### config.mk
export PLATFORM = sky130hd
export DESIGN_NAME = tcs_front
export DESIGN_NICKNAME = d
export VERILOG_FILES = /design/src/sv/tcs_pkg.sv /design/src/sv/tcs_front.sv
export SDC_FILE = /design/constraint.sdc
export NUM_CORES = 1
export LEC_CHECK = 0
export ABC_CLOCK_PERIOD_IN_PS = 800
export BUFFER_PORTS_ARGS = -buffer_cell sky130_fd_sc_hd__buf_2
export CAP_MARGIN = 40
export CORE_AREA = 2 2 39 41
export DETAILED_ROUTE_END_ITERATION = 6
export DIE_AREA = 0 0 41 43
export PLACE_DENSITY = 0.67
export RECOVER_POWER = 50
export SYNTH_ARGS = -nofsm -noshare
export SYNTH_HDL_FRONTEND = slang
export SYNTH_SLANG_ARGS = --single-unit
export TNS_END_PERCENT = 10
### constraint.sdc
create_clock -name vclk -period 0.8
set_input_delay 0.12 -clock vclk [all_inputs]
set_output_delay 0.12 -clock vclk [all_outputs]
set_load 0.02 [all_outputs]
### src/sv/tcs_pkg.sv
package tcs_pkg;

  // Screen geometry
  localparam int COLUMNS = 80;
  localparam int ROWS    = 25;
  localparam int CELLS   = ROWS * COLUMNS;

  localparam int ROW_W  = $clog2(ROWS);
  localparam int COL_W  = $clog2(COLUMNS);
  localparam int FILL_W = $clog2(COLUMNS + 1);
  localparam int ADDR_W = $clog2(CELLS);

  // Port field widths
  localparam int CELL_W        = 16;
  localparam int ATTR_W        = 8;
  localparam int CHAR_W        = 8;
  localparam int COLOR_W       = 4;
  localparam int ROW_FIELD_W   = 5;
  localparam int COL_FIELD_W   = 7;
  localparam int CFG_INDEX_W   = 1;
  localparam int CFG_DATA_W    = COLOR_W;

  localparam int QUEUE_DEPTH = 2;
  localparam int QPTR_W      = $clog2(QUEUE_DEPTH);

  localparam logic [CHAR_W-1:0] CHAR_LINE_FEED       = 8'd10;
  localparam logic [CHAR_W-1:0] CHAR_CARRIAGE_RETURN = 8'd13;
  localparam logic [CHAR_W-1:0] CHAR_SPACE           = 8'h20;

  localparam logic [COLOR_W-1:0] FG_RESET   = 4'd7;
  localparam logic [COLOR_W-1:0] BG_RESET   = 4'd0;
  localparam logic [ATTR_W-1:0]  ATTR_RESET = {BG_RESET, FG_RESET};

  localparam logic OPCODE_PUT  = 1'b0;
  localparam logic OPCODE_READ = 1'b1;

  typedef enum logic [CFG_INDEX_W-1:0] {
    REG_FOREGROUND = 1'b0,
    REG_BACKGROUND = 1'b1
  } cfg_reg_e;

  typedef enum logic [1:0] {
    OP_PUT,
    OP_LINE_FEED,
    OP_CARRIAGE_RETURN,
    OP_READ
  } op_e;

  typedef enum logic [1:0] {
    ST_IDLE,
    ST_RD_ADDR,
    ST_RD_DATA
  } state_e;

  typedef struct packed {
    logic                   opcode;
    logic [CHAR_W-1:0]      char_code;
    logic [ROW_FIELD_W-1:0] read_row;
    logic [COL_FIELD_W-1:0] read_column;
  } in_item_t;

  typedef struct packed {
    logic [CELL_W-1:0]      cell_data;
    logic [ROW_FIELD_W-1:0] cursor_row;
    logic [COL_FIELD_W-1:0] cursor_column;
    logic                   scrolled;
  } out_item_t;

  // Classified command held in the queue
  typedef struct packed {
    op_e               op;
    logic [CHAR_W-1:0] char_code;
    logic [ROW_W-1:0]  read_row;
    logic [COL_W-1:0]  read_col;
    logic              read_ok;
  } cmd_t;

endpackage

### src/sv/tcs_front.sv
module tcs_front import tcs_pkg::*; (
  input  logic     in_valid_i,
  output logic     in_ready_o,
  input  in_item_t in_data_i,
  input  logic     full_i,
  output logic     push_o,
  output cmd_t     cmd_o
);

  assign in_ready_o = !full_i;
  assign push_o     = in_valid_i && !full_i;

  always_comb begin
    cmd_o.char_code = in_data_i.char_code;
    cmd_o.read_row  = ROW_W'(in_data_i.read_row);
    cmd_o.read_col  = COL_W'(in_data_i.read_column);
    // out-of-screen reads return zero
    cmd_o.read_ok   = (32'(in_data_i.read_row) < ROWS) &&
                      (32'(in_data_i.read_column) < COLUMNS);
    if (in_data_i.opcode == OPCODE_READ) begin
      cmd_o.op = OP_READ;
    end else if (in_data_i.char_code == CHAR_LINE_FEED) begin
      cmd_o.op = OP_LINE_FEED;
    end else if (in_data_i.char_code == CHAR_CARRIAGE_RETURN) begin
      cmd_o.op = OP_CARRIAGE_RETURN;
    end else begin
      cmd_o.op = OP_PUT;
    end
  end

endmodule

# After elaboration in Yosys (flattened, before gate mapping)
# Index checks and enable logic that the tools add are counted.
# totals
inputBits,23
register_bits,0
elab_cells,10
# classes
mux,3
eq_ne,2
reduce_logical,3
n_lt_le_gt_ge,2
# op_table
operator,count
"8-bit by 4-bit equality test with 1-bit output, second input constant",2
"7-bit < comparator, second input constant",1
2-bit two-way mux,3
"5-bit < comparator, second input constant",1
1-bit logical AND,2
1-bit logical NOT,1

# Longest topological paths before layout
# logic_depth
ltp_word,4
depth_mapped,2

# Worst setup path before layout
# No wires, ideal clock.
# synth_path
kind,in2out
from,input in_data_i[8] in the netlist's numbering
to,output cmd_o[0] in the netlist's numbering
arrival_time_ns,0.607
path_slack_ns,0.073
required_ns,0.680
cell_stages,2
cell_sequence,o311ai_1 -> and2_1
# synth_lines
item,line_no,text
from (decl),tcs_front.sv:4,"input in_item_t in_data_i,"
to (decl),tcs_front.sv:7,output cmd_t cmd_o

==> qor.yml <==
status:
  outcome: "complete, but fails checks"
  failed_checks: "setup timing"
finish:
  antenna-diode-count: 0
  mostFrequentLayoutCells: "sky130_fd_sc_hd__buf_2, sky130_fd_sc_hd__buf_6, sky130_fd_sc_hd__nor2b_1"
  layout.nets: 77
  instances_no_fill: 68
  final-seq-area_sq_um: 0
  drive_gt1_share_pct: 82.7
  area.growth.synth_to_final_pct: 64.5
  post-route-util_pct: 27.2
  final_common_cell: "sky130_fd_sc_hd__buf_2"
  clock_buffer_count: 0
  layout.sequential_cells: 0
sta:
  setup_tns_ns: -0.102
  tightest_slew_ns: 0.242
  worst_slew_margin_rel_pct: 83.9
  setup_viol: 3
  timing.final.max_slew_violations: 0
  timing.final.hold_violations: 0
  rsz0062_at_grt: "yes"
  postLayoutSetupSlackWorst_ns: -0.0596
  min_period_over_period_pct: 107
  final_min_period_ns: 0.860
  max_fclk_ghz: 1.16
critical_path:
  startpoint_type: "input port"
  end_kind: "output pin"
  critical_path.startpoint: "in_data_i[8]"
  required_ns: 0.68
  worstPathArrival_ns: 0.74
  critical_path_class: "input port to output pin"
  worstPathMaxFanout: 2
logic_synthesis:
  netlist-cell-type-count: 10
  netlist.top_cell.by_area: "sky130_fd_sc_hd__buf_4"
  leading_cell_types_by_total_area_after_synthesis: "sky130_fd_sc_hd__buf_4, sky130_fd_sc_hd__nor2b_1, sky130_fd_sc_hd__a41o_1"
  synth.cell_area_sq_um: 229
  synth_fp_nets: 54
  syn_area_per_cell_sq_um: 7.39
  sequential_cell_area_fraction_in_the_yosys_report_pct: 0
  synth_top_area_share_pct: 65.6
  post_synth_inst_count: 31
  ys_warn_count: 0
clock_tree:
  post-cts-setup-buffers: 0
  holdBufCountCts: 0
route:
  routed_wire_length_per_instance_microns: 8.19
  routed-via-count: 283
  detail_route.iter0.violations: 0
  remaining_drc_errors: 0
  drt_pass1_iterations: 1
  ant_nets: 0
  via_per_inst: 4.16
  drt_wl_total_microns: 557
die:
  die-width_microns: 41
  floorplan.die_area_sq_mm: 0.00176
  initial_utilization_pct: 16.5
  dieHeight_microns: 43
  boundary_pin_count: 48
  core.rowCount: 14
  floorplan.core_area_sq_mm: 0.00138
flow_run:
  max_cap_violations: 0
global_routing:
  first_pass_grt_wire_length_microns: 745
  grt-ovfl-total: 0
  grt_pass1_vias: 224
  pin_count_of_the_biggest_net_entering_global_routing: 4
  antenna_violations_before_repair: 0
  grtUsageTotal_pct: 5.79
placed_design:
  place.detailed.instances: 68
  port_buffers: 40
  place_congestion: 0.826
worst_hold_path:
  holdCritStartpoint: "in_data_i[3]"
  min_path_type: "input port to output pin"
  worstHoldPathCells: 0
power:
  ir_drop_mv: 0.180
  power.density_mw_per_mm2: 669
  leakage_nw: 0.214
==> final cells by class <==
cell class | instances | area [sq um]
multi-input cells | 10 | 96.3
fillers | 152 | 1010
repair buffers | 41 | 256
well taps | 16 | 20.0
inverters | 1 | 3.75
==> routing by layer <==
metal | wire, microns | track usage [%]
met1 | 135 | 4.11
met2 | 282 | 13.8
met3 | 140 | 0
met4 | 0 | 0.667
met5 | 0 | 0
==> power by group <==
group / leakage [nW] / switching (mW) / internal [mW]
registers: 0 / 0 / 0
logic: 0.214 / 0.133 / 0.119
clock network: 0 / 0 / 0
total: 0.214 / 0.133 / 0.119
==> stage by stage <==
stage                     setup slack, ns  total power [mW]  instance area, sq um  hold slack, ns
after floorplan                    0.0730             0.188                   229           0.317
after global placement            -0.0960             0.213                   307           0.240
after detailed placement           -0.101             0.214                   307           0.240
after CTS                         -0.0731             0.249                   364           0.240
after global routing              -0.0925             0.274                   377           0.240
final                             -0.0596             0.252                   377           0.240
==> cell usage after synthesis, drive strengths merged <==
library cell   n
buf           20
nor2b          3
inv            1
o21ai          1
o311ai         1
a41o           1
and2           1
a31o           1
nor3b          1
nor3           1
==> worst max-delay path, cell delays in order <==
cell and delay, ns:
sky130_fd_sc_hd__buf_6 0.09, sky130_fd_sc_hd__o311ai_2 0.24, sky130_fd_sc_hd__and2_1 0.17, sky130_fd_sc_hd__buf_6 0.12
==> repair_timing <==
action / 4_1_cts / 5_1_grt
setup endpoints to repair: 3 / 3
gates resized for setup: 13 / 2
pin swaps: 5 / 3
hold endpoints to repair: 0 / 0
==> path summary, 6_finish.rpt <==
| path | endpoint | slack (ns) |
|---|---|---|
| worst max-delay path | cmd_o[0] | -0.06 |
| worst min-delay path | cmd_o[4] | 0.24 |
==> logic make-up after synthesis <==
family,share of synthesized area (%)
buffers and inverters,67.2
AOI/OAI and AO/OA,14.2
and+or+nand+nor,18.6
Power figures use the tool's default switching activity.
