### src/sv/tcs_pkg.sv
package tcs_pkg;

  // Screen geometry
  localparam int COLUMNS = 80;
  localparam int ROWS    = 25;
  localparam int CELLS   = ROWS * COLUMNS;

  localparam int ROW_W  = $clog2(ROWS);
  localparam int COL_W  = $clog2(COLUMNS);
  localparam int FILL_W = $clog2(COLUMNS + 1);
  localparam int ADDR_W = $clog2(CELLS);

  // Port field widths
  localparam int CELL_W        = 16;
  localparam int ATTR_W        = 8;
  localparam int CHAR_W        = 8;
  localparam int COLOR_W       = 4;
  localparam int ROW_FIELD_W   = 5;
  localparam int COL_FIELD_W   = 7;
  localparam int CFG_INDEX_W   = 1;
  localparam int CFG_DATA_W    = COLOR_W;

  localparam int QUEUE_DEPTH = 2;
  localparam int QPTR_W      = $clog2(QUEUE_DEPTH);

  localparam logic [CHAR_W-1:0] CHAR_LINE_FEED       = 8'd10;
  localparam logic [CHAR_W-1:0] CHAR_CARRIAGE_RETURN = 8'd13;
  localparam logic [CHAR_W-1:0] CHAR_SPACE           = 8'h20;

  localparam logic [COLOR_W-1:0] FG_RESET   = 4'd7;
  localparam logic [COLOR_W-1:0] BG_RESET   = 4'd0;
  localparam logic [ATTR_W-1:0]  ATTR_RESET = {BG_RESET, FG_RESET};

  localparam logic OPCODE_PUT  = 1'b0;
  localparam logic OPCODE_READ = 1'b1;

  typedef enum logic [CFG_INDEX_W-1:0] {
    REG_FOREGROUND = 1'b0,
    REG_BACKGROUND = 1'b1
  } cfg_reg_e;

  typedef enum logic [1:0] {
    OP_PUT,
    OP_LINE_FEED,
    OP_CARRIAGE_RETURN,
    OP_READ
  } op_e;

  typedef enum logic [1:0] {
    ST_IDLE,
    ST_RD_ADDR,
    ST_RD_DATA
  } state_e;

  typedef struct packed {
    logic                   opcode;
    logic [CHAR_W-1:0]      char_code;
    logic [ROW_FIELD_W-1:0] read_row;
    logic [COL_FIELD_W-1:0] read_column;
  } in_item_t;

  typedef struct packed {
    logic [CELL_W-1:0]      cell_data;
    logic [ROW_FIELD_W-1:0] cursor_row;
    logic [COL_FIELD_W-1:0] cursor_column;
    logic                   scrolled;
  } out_item_t;

  // Classified command held in the queue
  typedef struct packed {
    op_e               op;
    logic [CHAR_W-1:0] char_code;
    logic [ROW_W-1:0]  read_row;
    logic [COL_W-1:0]  read_col;
    logic              read_ok;
  } cmd_t;

endpackage

### src/sv/tcs_queue.sv
module tcs_queue import tcs_pkg::*; (
  input  logic clk_i,
  input  logic rst_ni,
  input  logic push_i,
  input  cmd_t cmd_i,
  output logic full_o,
  output logic valid_o,
  input  logic pop_i,
  output cmd_t cmd_o
);

  cmd_t              entries_q [QUEUE_DEPTH];
  logic [QPTR_W-1:0] wr_ptr_q, wr_ptr_d;
  logic [QPTR_W-1:0] rd_ptr_q, rd_ptr_d;
  logic [QPTR_W:0]   count_q, count_d;

  assign full_o  = (count_q == (QPTR_W+1)'(QUEUE_DEPTH));
  assign valid_o = (count_q != '0);
  assign cmd_o   = entries_q[rd_ptr_q];

  always_comb begin
    wr_ptr_d = push_i ? wr_ptr_q + 1'b1 : wr_ptr_q;
    rd_ptr_d = pop_i  ? rd_ptr_q + 1'b1 : rd_ptr_q;
    count_d  = count_q;
    if (push_i && !pop_i) begin
      count_d = count_q + 1'b1;
    end else if (pop_i && !push_i) begin
      count_d = count_q - 1'b1;
    end
  end

  always_ff @(posedge clk_i or negedge rst_ni) begin
    if (!rst_ni) begin
      wr_ptr_q <= '0;
      rd_ptr_q <= '0;
      count_q  <= '0;
    end else begin
      wr_ptr_q <= wr_ptr_d;
      rd_ptr_q <= rd_ptr_d;
      count_q  <= count_d;
    end
  end

  always_ff @(posedge clk_i) begin
    if (push_i) begin
      entries_q[wr_ptr_q] <= cmd_i;
    end
  end

endmodule

### config.mk
export PLATFORM = sky130hd
export DESIGN_NAME = tcs_queue
export DESIGN_NICKNAME = d
export VERILOG_FILES = /design/src/sv/tcs_pkg.sv /design/src/sv/tcs_queue.sv
export SDC_FILE = /design/constraint.sdc
export NUM_CORES = 1
export LEC_CHECK = 0
export BUFFER_PORTS_ARGS = -buffer_cell sky130_fd_sc_hd__buf_2
export CAP_MARGIN = 20
export CORE_MARGIN = 5
export CORE_UTILIZATION = 25
export CTS_CLUSTER_SIZE = 16
export DETAILED_ROUTE_END_ITERATION = 10
export GPL_TIMING_DRIVEN = 0
export MAX_ROUTING_LAYER = met4
export SYNTH_ARGS = -nofsm -noshare
export SYNTH_HDL_FRONTEND = slang
export SYNTH_SLANG_ARGS = --single-unit
### constraint.sdc
create_clock -name clk_i -period 2.7 [get_ports clk_i]
set_input_delay 0.27 -clock clk_i [delete_from_list [all_inputs] [get_ports clk_i]]
set_output_delay 0.27 -clock clk_i [all_outputs]
set_load 0.005 [all_outputs]
======== Word-level counts from Yosys, hierarchy flattened ========
Memories as Yosys holds them, arrays and structs flattened.
Index checks and enable logic that the tools add are counted.
storage, ports and cells
  bits in latches ......................... 0
  input bits .............................. 27
  register bits ........................... 4
  RAM bits ................................ 46
  ROM bits ................................ 0
  memories kept ........................... 1
cells by class
  add/subtract/negate cells ............... 4
  magnitude comparators ................... 0
  mux-type cells .......................... 4
  multiply operators ...................... 0
  reduce and logical (&&, ||, !) cells .... 6
  equal/unequal tests ..................... 1
  div/mod/pow operators ................... 0
  shift-type cells ........................ 0
  bitwise gates (word level) .............. 0
memory list
  name       words  bits a word  read ports  clocked after Yosys merged registers in  write ports  line             source
  entries_q  2      23           1           0                                        1            tcs_queue.sv:12  cmd_t entries_q [QUEUE_DEPTH];
operators with widths
  operator                                                            count
  2-bit 2-to-1 mux                                                    2
  2-bit nonzero test                                                  2
  1-bit adder, second input constant                                  2
  2-bit by 1-bit adder with 2-bit output, second input constant       1
  2-bit == test, second input constant                                1
  1-bit logical AND                                                   2
  1-bit logical NOT                                                   2
  1-bit 2-to-1 mux                                                    2
  2-bit by 1-bit subtractor with 2-bit output, second input constant  1

======== Depth between registers and ports, before layout ========
  depth after elaboration ................. 4
  mapped depth ............................ 5
  gate-level depth less buffers ........... 5

======== Worst setup path before layout ========
No wires, ideal clock.
  path type ............................... reg2reg
  start ................................... reg wr_ptr_q
  end ..................................... mem entries_q[0][0] (netlist bit), enable pin
  setup time .............................. 405 ps
  slack ................................... 848 ps
  cell stages (with the launch flop) ...... 2
  period minus slack after synthesis ...... 1,852 ps
  arrival time ............................ 1,446 ps
  buffers on the path ..................... 0
  cells stage by stage .................... dfrtp_1 > nor2b_1
RTL lines
  element                 line             source
  start, declared         tcs_queue.sv:13  logic [QPTR_W-1:0] wr_ptr_q, wr_ptr_d;
  start signal, assigned  tcs_queue.sv:38  wr_ptr_q <= wr_ptr_d;
  end, declared           tcs_queue.sv:12
Straight into the memory's write port.

==> results.cfg <==
[layout]
diodes = 0
final_cell_mix = buf_2 (51), edfxtp_1 (46), mux2_4 (19)
finalInstanceArea_sq_mm = 0.00249
finish.utilization_pct = 32.6
fin_nets = 177
final_common_cell = buf_2
fin_cells = 252
syn_to_final_growth_pct = 27.7
layout-drive-gt1-share_pct = 59.3

[global_routing]
antenna_found_initial = 0
grt_pass1_vias = 1065
grt_pass1_wl_microns = 5240
grt.total_usage_pct = 7.31
grt_max_degree = 17
grt-ovfl-total = 0

[sta]
rsz0062_at_grt = false
clock_skew_ns = 0.00360
fmax_mhz = 602
setup_slack_ns = 1.04
hold_viol_final = 0
finalCritPeriodShare_pct = 61.5
setup_tns_ns = 0
slew_headroom_pct = 56.5
tightest_slew_ns = 0.650
setup_viol = 0
hold_ws_ns = 0.156
period_minus_slack_ns = 1.66
slew_viol_final = 0

[clocking]
cts_max_path_buffers = 2
htreeDepth = 2
clkTransAtPathRegs_ns = 0.09
cts-root-buf = clkbuf_8
clock_sinks = 50
clk_latency_ns = 0.29
cts_buffers = 5
cts_tree = yes

[placed_design]
dp_cells = 243
gp_congestion = 0.680
place.detailed.hpwl_microns = 2410
placed_area_sq_mm = 0.00239
post-place-ws_ns = 1.15
io_buffers = 51

[drt]
vias = 953
viasPerCell = 3.78
ant_nets = 0
drt_pre_antenna_iters = 4
wirelength_microns = 3310
drt_iter0_drc = 24
drcViolationCount = 0
wl_per_cell_microns = 13.1

[synth]
ys_types = 14
synth-seq-area-share_pct = 75.9
synth_area_leaders = edfxtp_1 (71%), mux2_4 (15%), dfrtp_1 (5.1%)
yosysTopAreaCell = edfxtp_1
avgSynthCellArea_sq_um = 22.2
yosys_register_bits = 50
syn-num-nets = 116
synthCells = 88
synth_area_sq_mm = 0.00195
ys_warn_count = 0
synth_top_area_share_pct = 70.8

[worst_setup_path]
cp.arrival_ns = 1.39
cp.required_ns = 2.43
rrSetupSlack_ns = 1.23
critPathKind = reg2out
endpoint_kind = output pin
start_kind = register
path_max_fanout = 10

[floorplan]
pin_count = 52
die_area_sq_mm = 0.00967
start_util_pct = 25.5
die_y_microns = 98.4
die_x_microns = 98.4
rows = 32
core_sq_mm = 0.00765

[pwr]
pwr_density_cell_mw_per_mm2 = 942
peakVddDrop_uv = 257
p_leak_nw = 0.994
p_total_mw = 2.35

[flow_run]
drv_cap = 0

[outcome]
status = finished, final reports clean

[min_path]
hp-class = in2reg
[worst max-delay path, stage by stage (launching register included)]
cell	delay [ns]
dfrtp_1	0.38
buf_6	0.14
buf_12	0.15
mux2_4	0.29
buf_2	0.13
[flip-flops by register name (all words and copies together) (netlist names)]
signal / flops
count_q: 2
entries_q: 46
rd_ptr_q: 1
wr_ptr_q: 1
[report_power, final]
part	switching [mW]	leakage, nW	total [mW]	internal (mW)
Clock	0.243	0.0441	0.425	0.182
Sequential	0.0512	0.478	1.08	1.03
Combinational	0.344	0.472	0.838	0.494
Total	0.638	0.994	2.35	1.71
[cell type report]
cell class              instances  area (sq um)
clock buffers                   5          68.8
repair buffers                 54           320
plain buffers                   3          51.3
inverters                       1          3.75
well taps                     102           128
multi-input cells              34           418
flip-flops and latches         50          1480
fillers                       747          5150
clock inverters                 3          21.3
[synthesized netlist by cell type]
master / n
buf_12: 2
mux2_4: 19
xor2_1: 4
buf_6: 1
edfxtp_1: 46
ha_1: 1
xnor2_1: 1
and2_1: 1
mux2_2: 4
or2_2: 1
nor2b_1: 2
dfrtp_1: 4
nor2_1: 1
inv_1: 1
[kinds of logic (layout without fill, tap and decap cells)]
| logic type | count (synthesis) | count (layout) | share of synthesized area [%] |
|---|---|---|---|
| AND/OR/NAND/NOR | 5 | 5 | 1.47 |
| flip-flops | 50 | 50 | 75.9 |
| adder cells (fa/ha/maj) | 1 | 1 | 0.641 |
| multiplexers | 23 | 23 | 16.9 |
| XOR/XNOR | 5 | 5 | 2.24 |
| buffers and inverters | 4 | 66 | 2.82 |
[routing by layer]
metal	global-route usage [%]	wire, microns
met5	-	0
met1	8.13	1390
met4	2.21	46
met3	2.79	210
met2	12.2	1660
[path summary, 6_finish.rpt]
kind	from	depth (start not counted)	endpoint
max	rd_ptr_q	4	cmd_o[0]
min	cmd_i[18]	1	entries_q[0][18]
max reg2reg	wr_ptr_q	2	entries_q[0][21]
min reg2reg	count_q[1]	1	count_q[1]
max in group asynchronous	rst_ni	2	rd_ptr_q
min in group asynchronous	rst_ni	2	count_q[1]
[repair_timing]
action,in CTS,in global routing
resized for setup,0,0
hold endpoints to repair,4,0
buffers inserted,0,0
hold buffers,1,0
(Power assumes the default switching activity.)
